`src/rtl/gn2o_pkg.sv`:
```
`timescale 1ns / 1ps
// ----------------------------------------------------------------------------
// gn2o_pkg
// Shared constants, step codes and the controller-to-datapath command bundle
// for the fractal gradient noise unit.
// ----------------------------------------------------------------------------
package gn2o_pkg;

    localparam int TABLE_BITS  = 8;
    localparam int MAX_OCTAVES = 8;
    localparam int OCT_BITS    = 3;
    localparam int FRAC_BITS   = 16;
    localparam int CNT_BITS    = 4;
    localparam int STEP_BITS   = 5;

    // lattice coordinate bits kept: cell index above the fraction
    localparam int POS_BITS = FRAC_BITS + TABLE_BITS;

    // per-octave sequencer steps
    localparam logic [STEP_BITS-1:0] ST_P0    = 5'd0;
    localparam logic [STEP_BITS-1:0] ST_P1    = 5'd1;
    localparam logic [STEP_BITS-1:0] ST_H00   = 5'd2;
    localparam logic [STEP_BITS-1:0] ST_H10   = 5'd3;
    localparam logic [STEP_BITS-1:0] ST_H01   = 5'd4;
    localparam logic [STEP_BITS-1:0] ST_H11   = 5'd5;
    localparam logic [STEP_BITS-1:0] ST_HLAST = 5'd6;
    localparam logic [STEP_BITS-1:0] ST_G0    = 5'd7;
    localparam logic [STEP_BITS-1:0] ST_MX0   = 5'd8;
    localparam logic [STEP_BITS-1:0] ST_MY0   = 5'd9;
    localparam logic [STEP_BITS-1:0] ST_D0    = 5'd10;
    localparam logic [STEP_BITS-1:0] ST_MX1   = 5'd11;
    localparam logic [STEP_BITS-1:0] ST_MY1   = 5'd12;
    localparam logic [STEP_BITS-1:0] ST_D1    = 5'd13;
    localparam logic [STEP_BITS-1:0] ST_MX2   = 5'd14;
    localparam logic [STEP_BITS-1:0] ST_MY2   = 5'd15;
    localparam logic [STEP_BITS-1:0] ST_D2    = 5'd16;
    localparam logic [STEP_BITS-1:0] ST_MX3   = 5'd17;
    localparam logic [STEP_BITS-1:0] ST_MY3   = 5'd18;
    localparam logic [STEP_BITS-1:0] ST_D3    = 5'd19;
    localparam logic [STEP_BITS-1:0] ST_FX0   = 5'd20;
    localparam logic [STEP_BITS-1:0] ST_FX1   = 5'd21;
    localparam logic [STEP_BITS-1:0] ST_FX2   = 5'd22;
    localparam logic [STEP_BITS-1:0] ST_FY0   = 5'd23;
    localparam logic [STEP_BITS-1:0] ST_FY1   = 5'd24;
    localparam logic [STEP_BITS-1:0] ST_FY2   = 5'd25;
    localparam logic [STEP_BITS-1:0] ST_BA    = 5'd26;
    localparam logic [STEP_BITS-1:0] ST_BB    = 5'd27;
    localparam logic [STEP_BITS-1:0] ST_BC    = 5'd28;
    localparam logic [STEP_BITS-1:0] ST_BD    = 5'd29;
    localparam logic [STEP_BITS-1:0] ST_ACC   = 5'd30;
    localparam logic [STEP_BITS-1:0] ST_LAST  = ST_ACC;

    typedef struct packed {
        logic                 start;
        logic                 load_wr;
        logic                 step_en;
        logic [STEP_BITS-1:0] step;
        logic [OCT_BITS-1:0]  oct;
        logic                 oct_adv;
        logic                 out_wr;
    } t_cmd;

endpackage

```
`src/rtl/gn2o_ctrl.sv`:
```
`timescale 1ns / 1ps
// ----------------------------------------------------------------------------
// gn2o_ctrl
// Sequencer for the noise unit: handshakes, octave count register, step and
// octave counters, output valid flag.
// ----------------------------------------------------------------------------
module gn2o_ctrl (
    input  logic                        i_clk,
    input  logic                        i_rst_n,
    input  logic                        i_in_valid,
    input  logic                        i_mode,
    input  logic                        i_cfg_valid,
    input  logic [gn2o_pkg::CNT_BITS-1:0] i_cfg_data,
    input  logic                        i_out_stall,
    output logic                        o_in_stall,
    output logic                        o_cfg_ready,
    output logic                        o_out_valid,
    output gn2o_pkg::t_cmd              o_cmd
);
    import gn2o_pkg::*;

    localparam logic [1:0] S_IDLE = 2'd0;
    localparam logic [1:0] S_RUN  = 2'd1;
    localparam logic [1:0] S_FIN  = 2'd2;

    logic [1:0]           r_state, n_state;
    logic [STEP_BITS-1:0] r_step, n_step;
    logic [OCT_BITS-1:0]  r_oct, n_oct;
    logic [OCT_BITS-1:0]  r_last, n_last;
    logic [CNT_BITS-1:0]  r_oct_cnt;
    logic                 r_out_valid, n_out_valid;
    logic [CNT_BITS-1:0]  clamp_cnt;
    logic                 accept;

    assign o_cfg_ready = 1'b1;
    assign o_in_stall  = (r_state != S_IDLE);
    assign o_out_valid = r_out_valid;
    assign accept      = i_in_valid && (r_state == S_IDLE);
    assign clamp_cnt   = (r_oct_cnt > CNT_BITS'(MAX_OCTAVES)) ?
                         CNT_BITS'(MAX_OCTAVES) : r_oct_cnt;

    // next state and commands
    always_comb begin
        n_state     = r_state;
        n_step      = r_step;
        n_oct       = r_oct;
        n_last      = r_last;
        o_cmd       = '0;
        o_cmd.step  = r_step;
        o_cmd.oct   = r_oct;
        unique case (r_state)
            S_IDLE: begin
                if (accept) begin
                    if (i_mode) begin
                        o_cmd.load_wr = 1'b1;
                    end else begin
                        o_cmd.start = 1'b1;
                        n_step      = ST_P0;
                        n_oct       = '0;
                        n_last      = OCT_BITS'(clamp_cnt - CNT_BITS'(1));
                        n_state     = (clamp_cnt == '0) ? S_FIN : S_RUN;
                    end
                end
            end
            S_RUN: begin
                o_cmd.step_en = 1'b1;
                if (r_step == ST_LAST) begin
                    n_step = ST_P0;
                    if (r_oct == r_last) begin
                        n_state = S_FIN;
                    end else begin
                        o_cmd.oct_adv = 1'b1;
                        n_oct         = r_oct + OCT_BITS'(1);
                    end
                end else begin
                    n_step = r_step + STEP_BITS'(1);
                end
            end
            S_FIN: begin
                if (!(r_out_valid && i_out_stall)) begin
                    o_cmd.out_wr = 1'b1;
                    n_state      = S_IDLE;
                end
            end
            default: n_state = S_IDLE;
        endcase
    end

    // output valid flag
    always_comb begin
        n_out_valid = r_out_valid;
        if (o_cmd.out_wr) begin
            n_out_valid = 1'b1;
        end else if (!i_out_stall) begin
            n_out_valid = 1'b0;
        end
    end

    always_ff @(posedge i_clk) begin
        if (!i_rst_n) begin
            r_state     <= S_IDLE;
            r_step      <= ST_P0;
            r_oct       <= '0;
            r_last      <= '0;
            r_oct_cnt   <= CNT_BITS'(1);
            r_out_valid <= 1'b0;
        end else begin
            r_state     <= n_state;
            r_step      <= n_step;
            r_oct       <= n_oct;
            r_last      <= n_last;
            r_out_valid <= n_out_valid;
            if (i_cfg_valid && o_cfg_ready) begin
                r_oct_cnt <= i_cfg_data;
            end
        end
    end

endmodule

```
`config.mk`:
```
export PLATFORM = sky130hd
export DESIGN_NAME = gn2o_ctrl
export DESIGN_NICKNAME = d
export VERILOG_FILES = /design/src/rtl/gn2o_pkg.sv /design/src/rtl/gn2o_ctrl.sv
export SDC_FILE = /design/constraint.sdc
export NUM_CORES = 1
export LEC_CHECK = 0
export ABC_AREA = 1
export ABC_CLOCK_PERIOD_IN_PS = 1830
export BUFFER_PORTS_ARGS = -buffer_cell sky130_fd_sc_hd__buf_2
export CAP_MARGIN = 25
export CORE_AREA = 2 2 50 52
export CTS_CLUSTER_SIZE = 16
export DETAILED_ROUTE_END_ITERATION = 8
export DIE_AREA = 0 0 52 54
export GPL_ROUTABILITY_DRIVEN = 0
export PLACE_DENSITY = 0.79
export SKIP_CTS_REPAIR_TIMING = 1
export SYNTH_ARGS = -nofsm -noshare
export SYNTH_HDL_FRONTEND = slang
export SYNTH_SLANG_ARGS = --single-unit
```
`constraint.sdc`:
```
create_clock -name i_clk -period 1.83 [get_ports i_clk]
set_clock_uncertainty 0.1 [all_clocks]
set_input_delay 0.2745 -clock i_clk [delete_from_list [all_inputs] [get_ports i_clk]]
set_output_delay 0.2745 -clock i_clk [all_outputs]
set_load 0.01 [all_outputs]
```
# Word-level counts from Yosys, hierarchy flattened
# Index checks and enable logic that the tools add are counted.
# word_totals
input_bits	10
regBits	18
word_cells	61
out_inout_bits	16
# op_classes
n_addsub	3
n_mux	29
n_reduce_logical	10
eq_ne	11
magnitude_cmp	1
bitwise	1
# ops
cell	count
2-bit two-way mux	8
5-bit two-way mux	3
3-bit two-way mux	4
2-bit inequality test (second input constant)	6
1-bit two-way mux	10
5-bit one-hot mux with 2 select lines	1
5-bit AND reduction	2
2-bit one-hot mux with 3 select lines	1
3-bit one-hot mux with 2 select lines	1
3-bit AND reduction	2
5-bit by 1-bit adder with 5-bit output (second input constant)	1
5-bit == test (second input constant)	1
4-bit greater-than comparator (second input constant)	1
4-bit zero test	1
4-bit two-way mux	1
2-bit nonzero test	2
3-bit by 1-bit adder with 3-bit output (second input constant)	1
3-bit == test	1
3-bit by 1-bit subtractor with 3-bit output (second input constant)	1
2-bit by 1-bit == test with 1-bit output (second input constant)	1
2-bit == test (second input constant)	1
1-bit logical AND	2
2-bit zero test	1
2-bit by 1-bit inequality test with 1-bit output (second input constant)	1
1-bit NOT	1

# Logic depth before layout (Yosys ltp)
# Gate-level depths: netlist (run 1).
# depth
ltp_word	7
mapped_depth	10
depth_no_buf	10

# Least setup slack after synthesis (run 1)
# Ideal clock, no wire load.
# synth_timing
path_type	register to register
startpoint	reg r_step[1]
endpoint	reg r_state[0]
synth_period_minus_slack_ns	1.403
path_slack_ns	0.427
t_required_ns	1.618
setup_ns	0.112
path_stages_with_launch	9
path_buffers	0
t_arrival_ns	1.191
path_cell_list	dfxtp_1 -> ha_1 -> nand2_1 -> nor2_4 -> nor2_4 -> nor2_1 -> nand3_1 -> nor2_1 -> nor2_1
# synth_via
elab_chain_len	3
# synth_rtl
element	line	text
start, declared	gn2o_ctrl.sv:27	logic [STEP_BITS-1:0] r_step, n_step;
start signal, assigned	gn2o_ctrl.sv:109	r_step <= n_step;
5-bit == test	gn2o_ctrl.sv:67	if (r_step == ST_LAST) begin
2-bit inequality test (no source line)	-	
5-bit AND reduction (no source line)	-	
end signal, assigned	gn2o_ctrl.sv:108	r_state <= n_state;
end, declared	gn2o_ctrl.sv:26	logic [1:0] r_state, n_state;
# No other way between the ends.
# A chain may end at the register's enable or synchronous reset.

==> out/qor.txt, run 1 <==
status: complete, no violations
Tmin final: 1.772 ns
PwrDens: 1085 mW/mm^2
commonest cells after routing, fill and taps aside: nand2_1, buf_2, nor2_1
final hold violation count: 0
max-cap viol count: 0
largest fanout on the critical path: 5
# setup viols final: 0
Worst-path clk slew: 0.11 ns
Sink Count: 18
core area: 0.002320 mm^2
Layout fillers: 248
IO buf count: 24
Placed Cells incl. Taps: 197
Switching Share: 40.27%
CTS tree: yes
Worst Path Class, Setup: reg -> out
commonest non-fill, non-tap cell in the layout: nand2_1
FP Rows: 18
Synth Cell Area: 989.7 um^2
via count: 998
syn avg cell area: 6.779 um^2
fraction of final layout cells sized beyond drive strength 1: 22.81%
vias in the first global route: 867
final worst setup slack: 0.05821 ns
CP Capture Type: output pin
final antenna-violating net count: 0
Max Root-Sink Buffers: 2
Final #Nets: 186
register area share after synthesis: 36.41%
total global-route track usage: 16.16%
vias per inst: 4.965
Initial Util: 42.66%
Setup TNS: 0 ns
Hold Slack: 0.08485 ns
Die X-Extent: 52 um
# IOs: 26
Max rail drop VDD: 0.6188 mV
Distinct cells, synth: 22
Post-Syn Instances: 146
Inserted Diodes: 0
grt ovf: 0
clk_lat worst skew: 0.30 ns
WL/cell: 10.73 um
P_leak: 0.5771 nW
Layout area overhead: 17.83%
worst slack, placed: 0.3583 ns
register bit total from synthesis: 18
first-pass GRT wire length: 3394 um
Num CTS Buffers: 3
Worst EP arrival: 1.40 ns
Die ar.: 0.002808 mm^2
Logic pwr share: 40.3%
post-route design area: 0.001166 mm^2
Max Freq: 564.4 MHz
clock share of power: 19.6%
# DRC: 0
initial antenna violation count: 0
Final Non-Filler Cells: 201
synth warn: 0
root buffer cell: clkbuf_4
die height: 54 um
RSZ-0062 raised after global routing: yes
worst min-delay path class: in -> reg
largest net degree at the start of global routing: 12
Syn Nets: 160
drt pass-1 iters: 4
DPL Wire Length: 1695 um
Placed Instance Area: 0.001125 mm^2
sequential cell fraction of total power: 40.0%
Total Wirelength: 2156 um
H-tree Lvls: 1
internal power: 755.6 uW
NetSw: 509.4 uW
Final Slew Violations: 0
CP Launch Type: register
final period utilization: 96.82%
DR iter-0 viols: 28
WP data required: 1.46 ns
flip-flops by register name, summed over array words and instances (netlist names):
register / count
r_oct_cnt: 4
r_state: 2
r_last: 3
r_step: 5
o_out_valid: 1
r_oct: 3
worst paths after layout:
| check | slack [ns] | startpoint | cells after the start | endpoint |
|---|---|---|---|---|
| max reg2reg | 0.36 | r_step[0]$_SDFFE_PN0P_ | 9 | r_state[0]$_SDFFE_PN0P_ |
| max | 0.06 | r_step[0]$_SDFFE_PN0P_ | 7 | o_cmd[1] |
| min reg2reg | 0.40 | r_last[0]$_SDFFE_PN0P_ | 2 | r_last[0]$_SDFFE_PN0P_ |
| min | 0.08 | i_cfg_data[0] | 3 | r_oct_cnt[0]$_SDFFE_PN1P_ |
power groups by stage:
stage                     registers, mW  logic (mW)  clock network [mW]
after CTS                         0.501       0.515               0.254
after detailed placement          0.509       0.509                   0
final                             0.506       0.510               0.248
after global routing              0.515       0.576               0.267
after floorplan                   0.512       0.367                   0
after global placement            0.504       0.494                   0
metal layers:
metal  track usage, %  vias up  routed length [um]
li1                 -      510                   -
met5                0        -                   0
met3            2.500        5                 139
met2            29.54       35                1067
met1            18.39      448                 916
met4            7.456        0                  34
through the flow:
stage          power [mW]  utilization (%)
3_5_place_dp        1.018            48.49
4_1_cts             1.269            50.05
5_1_grt             1.358            50.27
2_1_floorplan      0.8798                -
6_report            1.265            50.27
3_3_place_gp       0.9984            48.49
Yosys cell counts:
master / number / area, um^2
nand2_1: 35 / 131.4
nor2_1: 22 / 82.58
dfxtp_1: 18 / 360.4
inv_1: 16 / 60.06
a21oi_1: 11 / 55.05
nand3_1: 10 / 50.05
o21ai_0: 6 / 30.03
ha_1: 4 / 50.05
buf_4: 3 / 22.52
nand4_1: 3 / 18.77
nor2_4: 3 / 33.78
a211oi_1: 2 / 15.01
inv_2: 2 / 7.510
o21a_1: 2 / 15.01
xor2_1: 2 / 17.52
clkinv_2: 1 / 5.000
conb_1: 1 / 3.750
nor2_2: 1 / 6.260
nor3_1: 1 / 5.000
o21ai_1: 1 / 5.000
or2_2: 1 / 6.260
xnor2_1: 1 / 8.760
worst max-delay path: stages (launching register included):
cell	delay [ns]
dfxtp_2	0.36
inv_1	0.07
ha_1	0.14
nand2_1	0.08
nor2_4	0.13
nand3_1	0.13
inv_1	0.07
buf_2	0.12
final cells by class:
| type | count | area (um^2) | area share, % |
|---|---|---|---|
| clock buffer | 4 | 36.28 | 3.112 |
| sequential | 18 | 362.8 | 31.12 |
| inverter | 19 | 72.57 | 6.223 |
| tap | 30 | 37.54 | 3.219 |
| timing repair buffer | 24 | 120.1 | 10.30 |
| multi-input combinational | 106 | 536.8 | 46.03 |
logic make-up after synthesis:
family	count (synthesis)	synth area share, %
AO/OA/AOI/OAI	22	12.14
AND/OR/NAND/NOR	76	33.76
other	1	0.3789
XOR/XNOR	3	2.655
flip-flops	18	36.41
adder cells (fa/ha/maj)	4	5.057
buffers and inverters	22	9.608
No activity file was read; power rests on OpenSTA's default activity.
==> inputs of run 2 (changes only) <==
Settings changed: CORE_AREA 2 2 50 52 to 2 2 48 55, DIE_AREA 0 0 52 54 to 0 0 50 57, PLACE_DENSITY 0.79 to 0.78.
==> out/qor.txt, run 2 (synthesis results as in run 1) <==
status: complete, no violations (unchanged)
first-pass GRT wire length: 3505 um (was 3394 um)
DPL Wire Length: 1579 um (was 1695 um)
grt ovf: 0 (unchanged)
DR iter-0 viols: 13 (was 28)
fraction of final layout cells sized beyond drive strength 1: 26.01% (was 22.81%)
Num CTS Buffers: 3 (unchanged)
final hold violation count: 0 (unchanged)
Max Root-Sink Buffers: 2 (unchanged)
Die X-Extent: 50 um (was 52 um)
initial antenna violation count: 0 (unchanged)
WL/cell: 9.887 um (was 10.73 um)
CTS tree: yes (unchanged)
Total Wirelength: 2017 um (was 2156 um)
total global-route track usage: 15.52% (was 16.16%)
vias per inst: 4.740 (was 4.965)
Max rail drop VDD: 0.7326 mV (was 0.6188 mV)
Buf+Inv Stages, Crit Path: 3 (unchanged)
Sink Count: 18 (unchanged)
Initial Util: 42.05% (was 42.66%)
via count: 967 (was 998)
vias in the first global route: 869 (was 867)
max-cap viol count: 0 (unchanged)
CP Launch Type: register (unchanged)
clk_lat worst skew: 0.29 ns (was 0.30 ns)
Inserted Diodes: 0 (unchanged)
Die ar.: 0.002850 mm^2 (was 0.002808 mm^2)
IO buf count: 24 (unchanged)
Worst Path Class, Setup: reg -> out (unchanged)
RSZ-0062 raised after global routing: no (was yes)
root buffer cell: clkbuf_4 (unchanged)
Final #Nets: 188 (was 186)
final worst setup slack: 0.09352 ns (was 0.05821 ns)
CP Capture Type: output pin (unchanged)
final antenna-violating net count: 0 (unchanged)
commonest cells after routing, fill and taps aside: nand2_1, buf_2, nor2_1 (unchanged)
Hold Slack: 0.08587 ns (was 0.08485 ns)
Tmin final: 1.736 ns (was 1.772 ns)
commonest non-fill, non-tap cell in the layout: nand2_1 (unchanged)
CP top delay family: flip-flops (unchanged)
Cell Chain, Critical Path: inv_2 -> ha_2 -> nand2_2 -> nor2_4 -> nand3_2 -> inv_1 -> buf_2 (was inv_1 -> ha_1 -> nand2_1 -> nor2_4 -> nand3_1 -> inv_1 -> buf_2)
H-tree Lvls: 1 (unchanged)
P_leak: 0.5865 nW (was 0.5771 nW)
final period utilization: 94.89% (was 96.82%)
die height: 57 um (was 54 um)
area of the multi-input gates: 546.8 um^2 (was 536.8 um^2)
Top Registers: r_step: 5 flops, r_oct_cnt: 4 flops (unchanged)
Final Slew Violations: 0 (unchanged)
PwrDens: 1069 mW/mm^2 (was 1085 mW/mm^2)
# DRC: 0 (unchanged)
Worst EP arrival: 1.36 ns (was 1.40 ns)
largest fanout on the critical path: 3 (was 5)
# setup viols final: 0 (unchanged)
Largest register FFs: 5 (unchanged)
Max Freq: 575.9 MHz (was 564.4 MHz)
core area: 0.002354 mm^2 (was 0.002320 mm^2)
FP Rows: 19 (was 18)
WP data required: 1.46 ns (about the same)
worst min-delay path class: in -> reg (unchanged)
Biggest register: r_step (unchanged)
Layout fillers: 245 (was 248)
crit path max-delay cell type: dfxtp_4 (was dfxtp_2)
Reg area: 365.4 um^2 (was 362.8 um^2)
worst slack, placed: 0.3425 ns (was 0.3583 ns)
CP max stage delay: 0.36 ns (about the same)
largest net degree at the start of global routing: 12 (unchanged)
# IOs: 26 (unchanged)
Layout area overhead: 20.73% (was 17.83%)
Worst-path clk slew: 0.10 ns (was 0.11 ns)
Setup TNS: 0 ns (unchanged)
drt pass-1 iters: 5 (was 4)
==> run 2: changes by cell type in the layout (fill, tap and decap cells not counted), sizes merged <==
cell and change:
buf +2
==> run 2: path summary, 6_finish.rpt <==
| check | from | endpoint | depth (start not counted) | slack [ns] |
|---|---|---|---|---|
| setup / recovery | r_step[0]$_SDFFE_PN0P_ | o_cmd[1] | 7 | 0.09 |
| hold reg to reg | r_last[0]$_SDFFE_PN0P_ | r_last[0]$_SDFFE_PN0P_ | 2 | 0.40 |
| setup reg to reg | r_step[0]$_SDFFE_PN0P_ | r_step[4]$_SDFFE_PN0P_ | 8 | 0.35 |
| hold / removal | i_cfg_data[0] | r_oct_cnt[0]$_SDFFE_PN1P_ | 3 | 0.09 |
==> run 2: cell type report <==
type,count,area share (%)
multi-input cells,106,45.76
flip-flops and latches,18,30.58
repair buffers,26,11.31
inverters,19,6.073
well taps,31,3.246
clock buffers,4,3.037
==> run 2: tightest hold or removal path: cells and delay by family <==
family / cells / cell delay, ns
buf+inv: 1 / 0.08
simple gates: 2 / 0.10
==> run 2: routing by layer <==
layer,up-vias,track usage (%),part of all wire [%]
met5,-,0,0
li1,514,-,-
met1,427,19.54,47
met3,2,2.356,4.3
met2,24,26.50,47
met4,0,5.952,0.94
==> run 2: metrics by stage <==
| stage | std cells | cell area (um^2) | util [%] | power [mW] |
|---|---|---|---|---|
| floorplan | 146 | 989.7 | - | 0.8798 |
| global placement | 198 | 1126 | 47.85 | 0.9992 |
| detailed placement | 198 | 1126 | 47.85 | 1.010 |
| CTS | 202 | 1162 | 49.39 | 1.260 |
| global route | 204 | 1195 | 50.77 | 1.379 |
| finish | 204 | 1195 | 50.77 | 1.278 |
==> run 2: where the power goes <==
part | switching, mW | total (mW) | internal (mW)
logic | 0.329 | 0.524 | 0.195
registers | 0.0555 | 0.507 | 0.451
clock network | 0.125 | 0.247 | 0.121
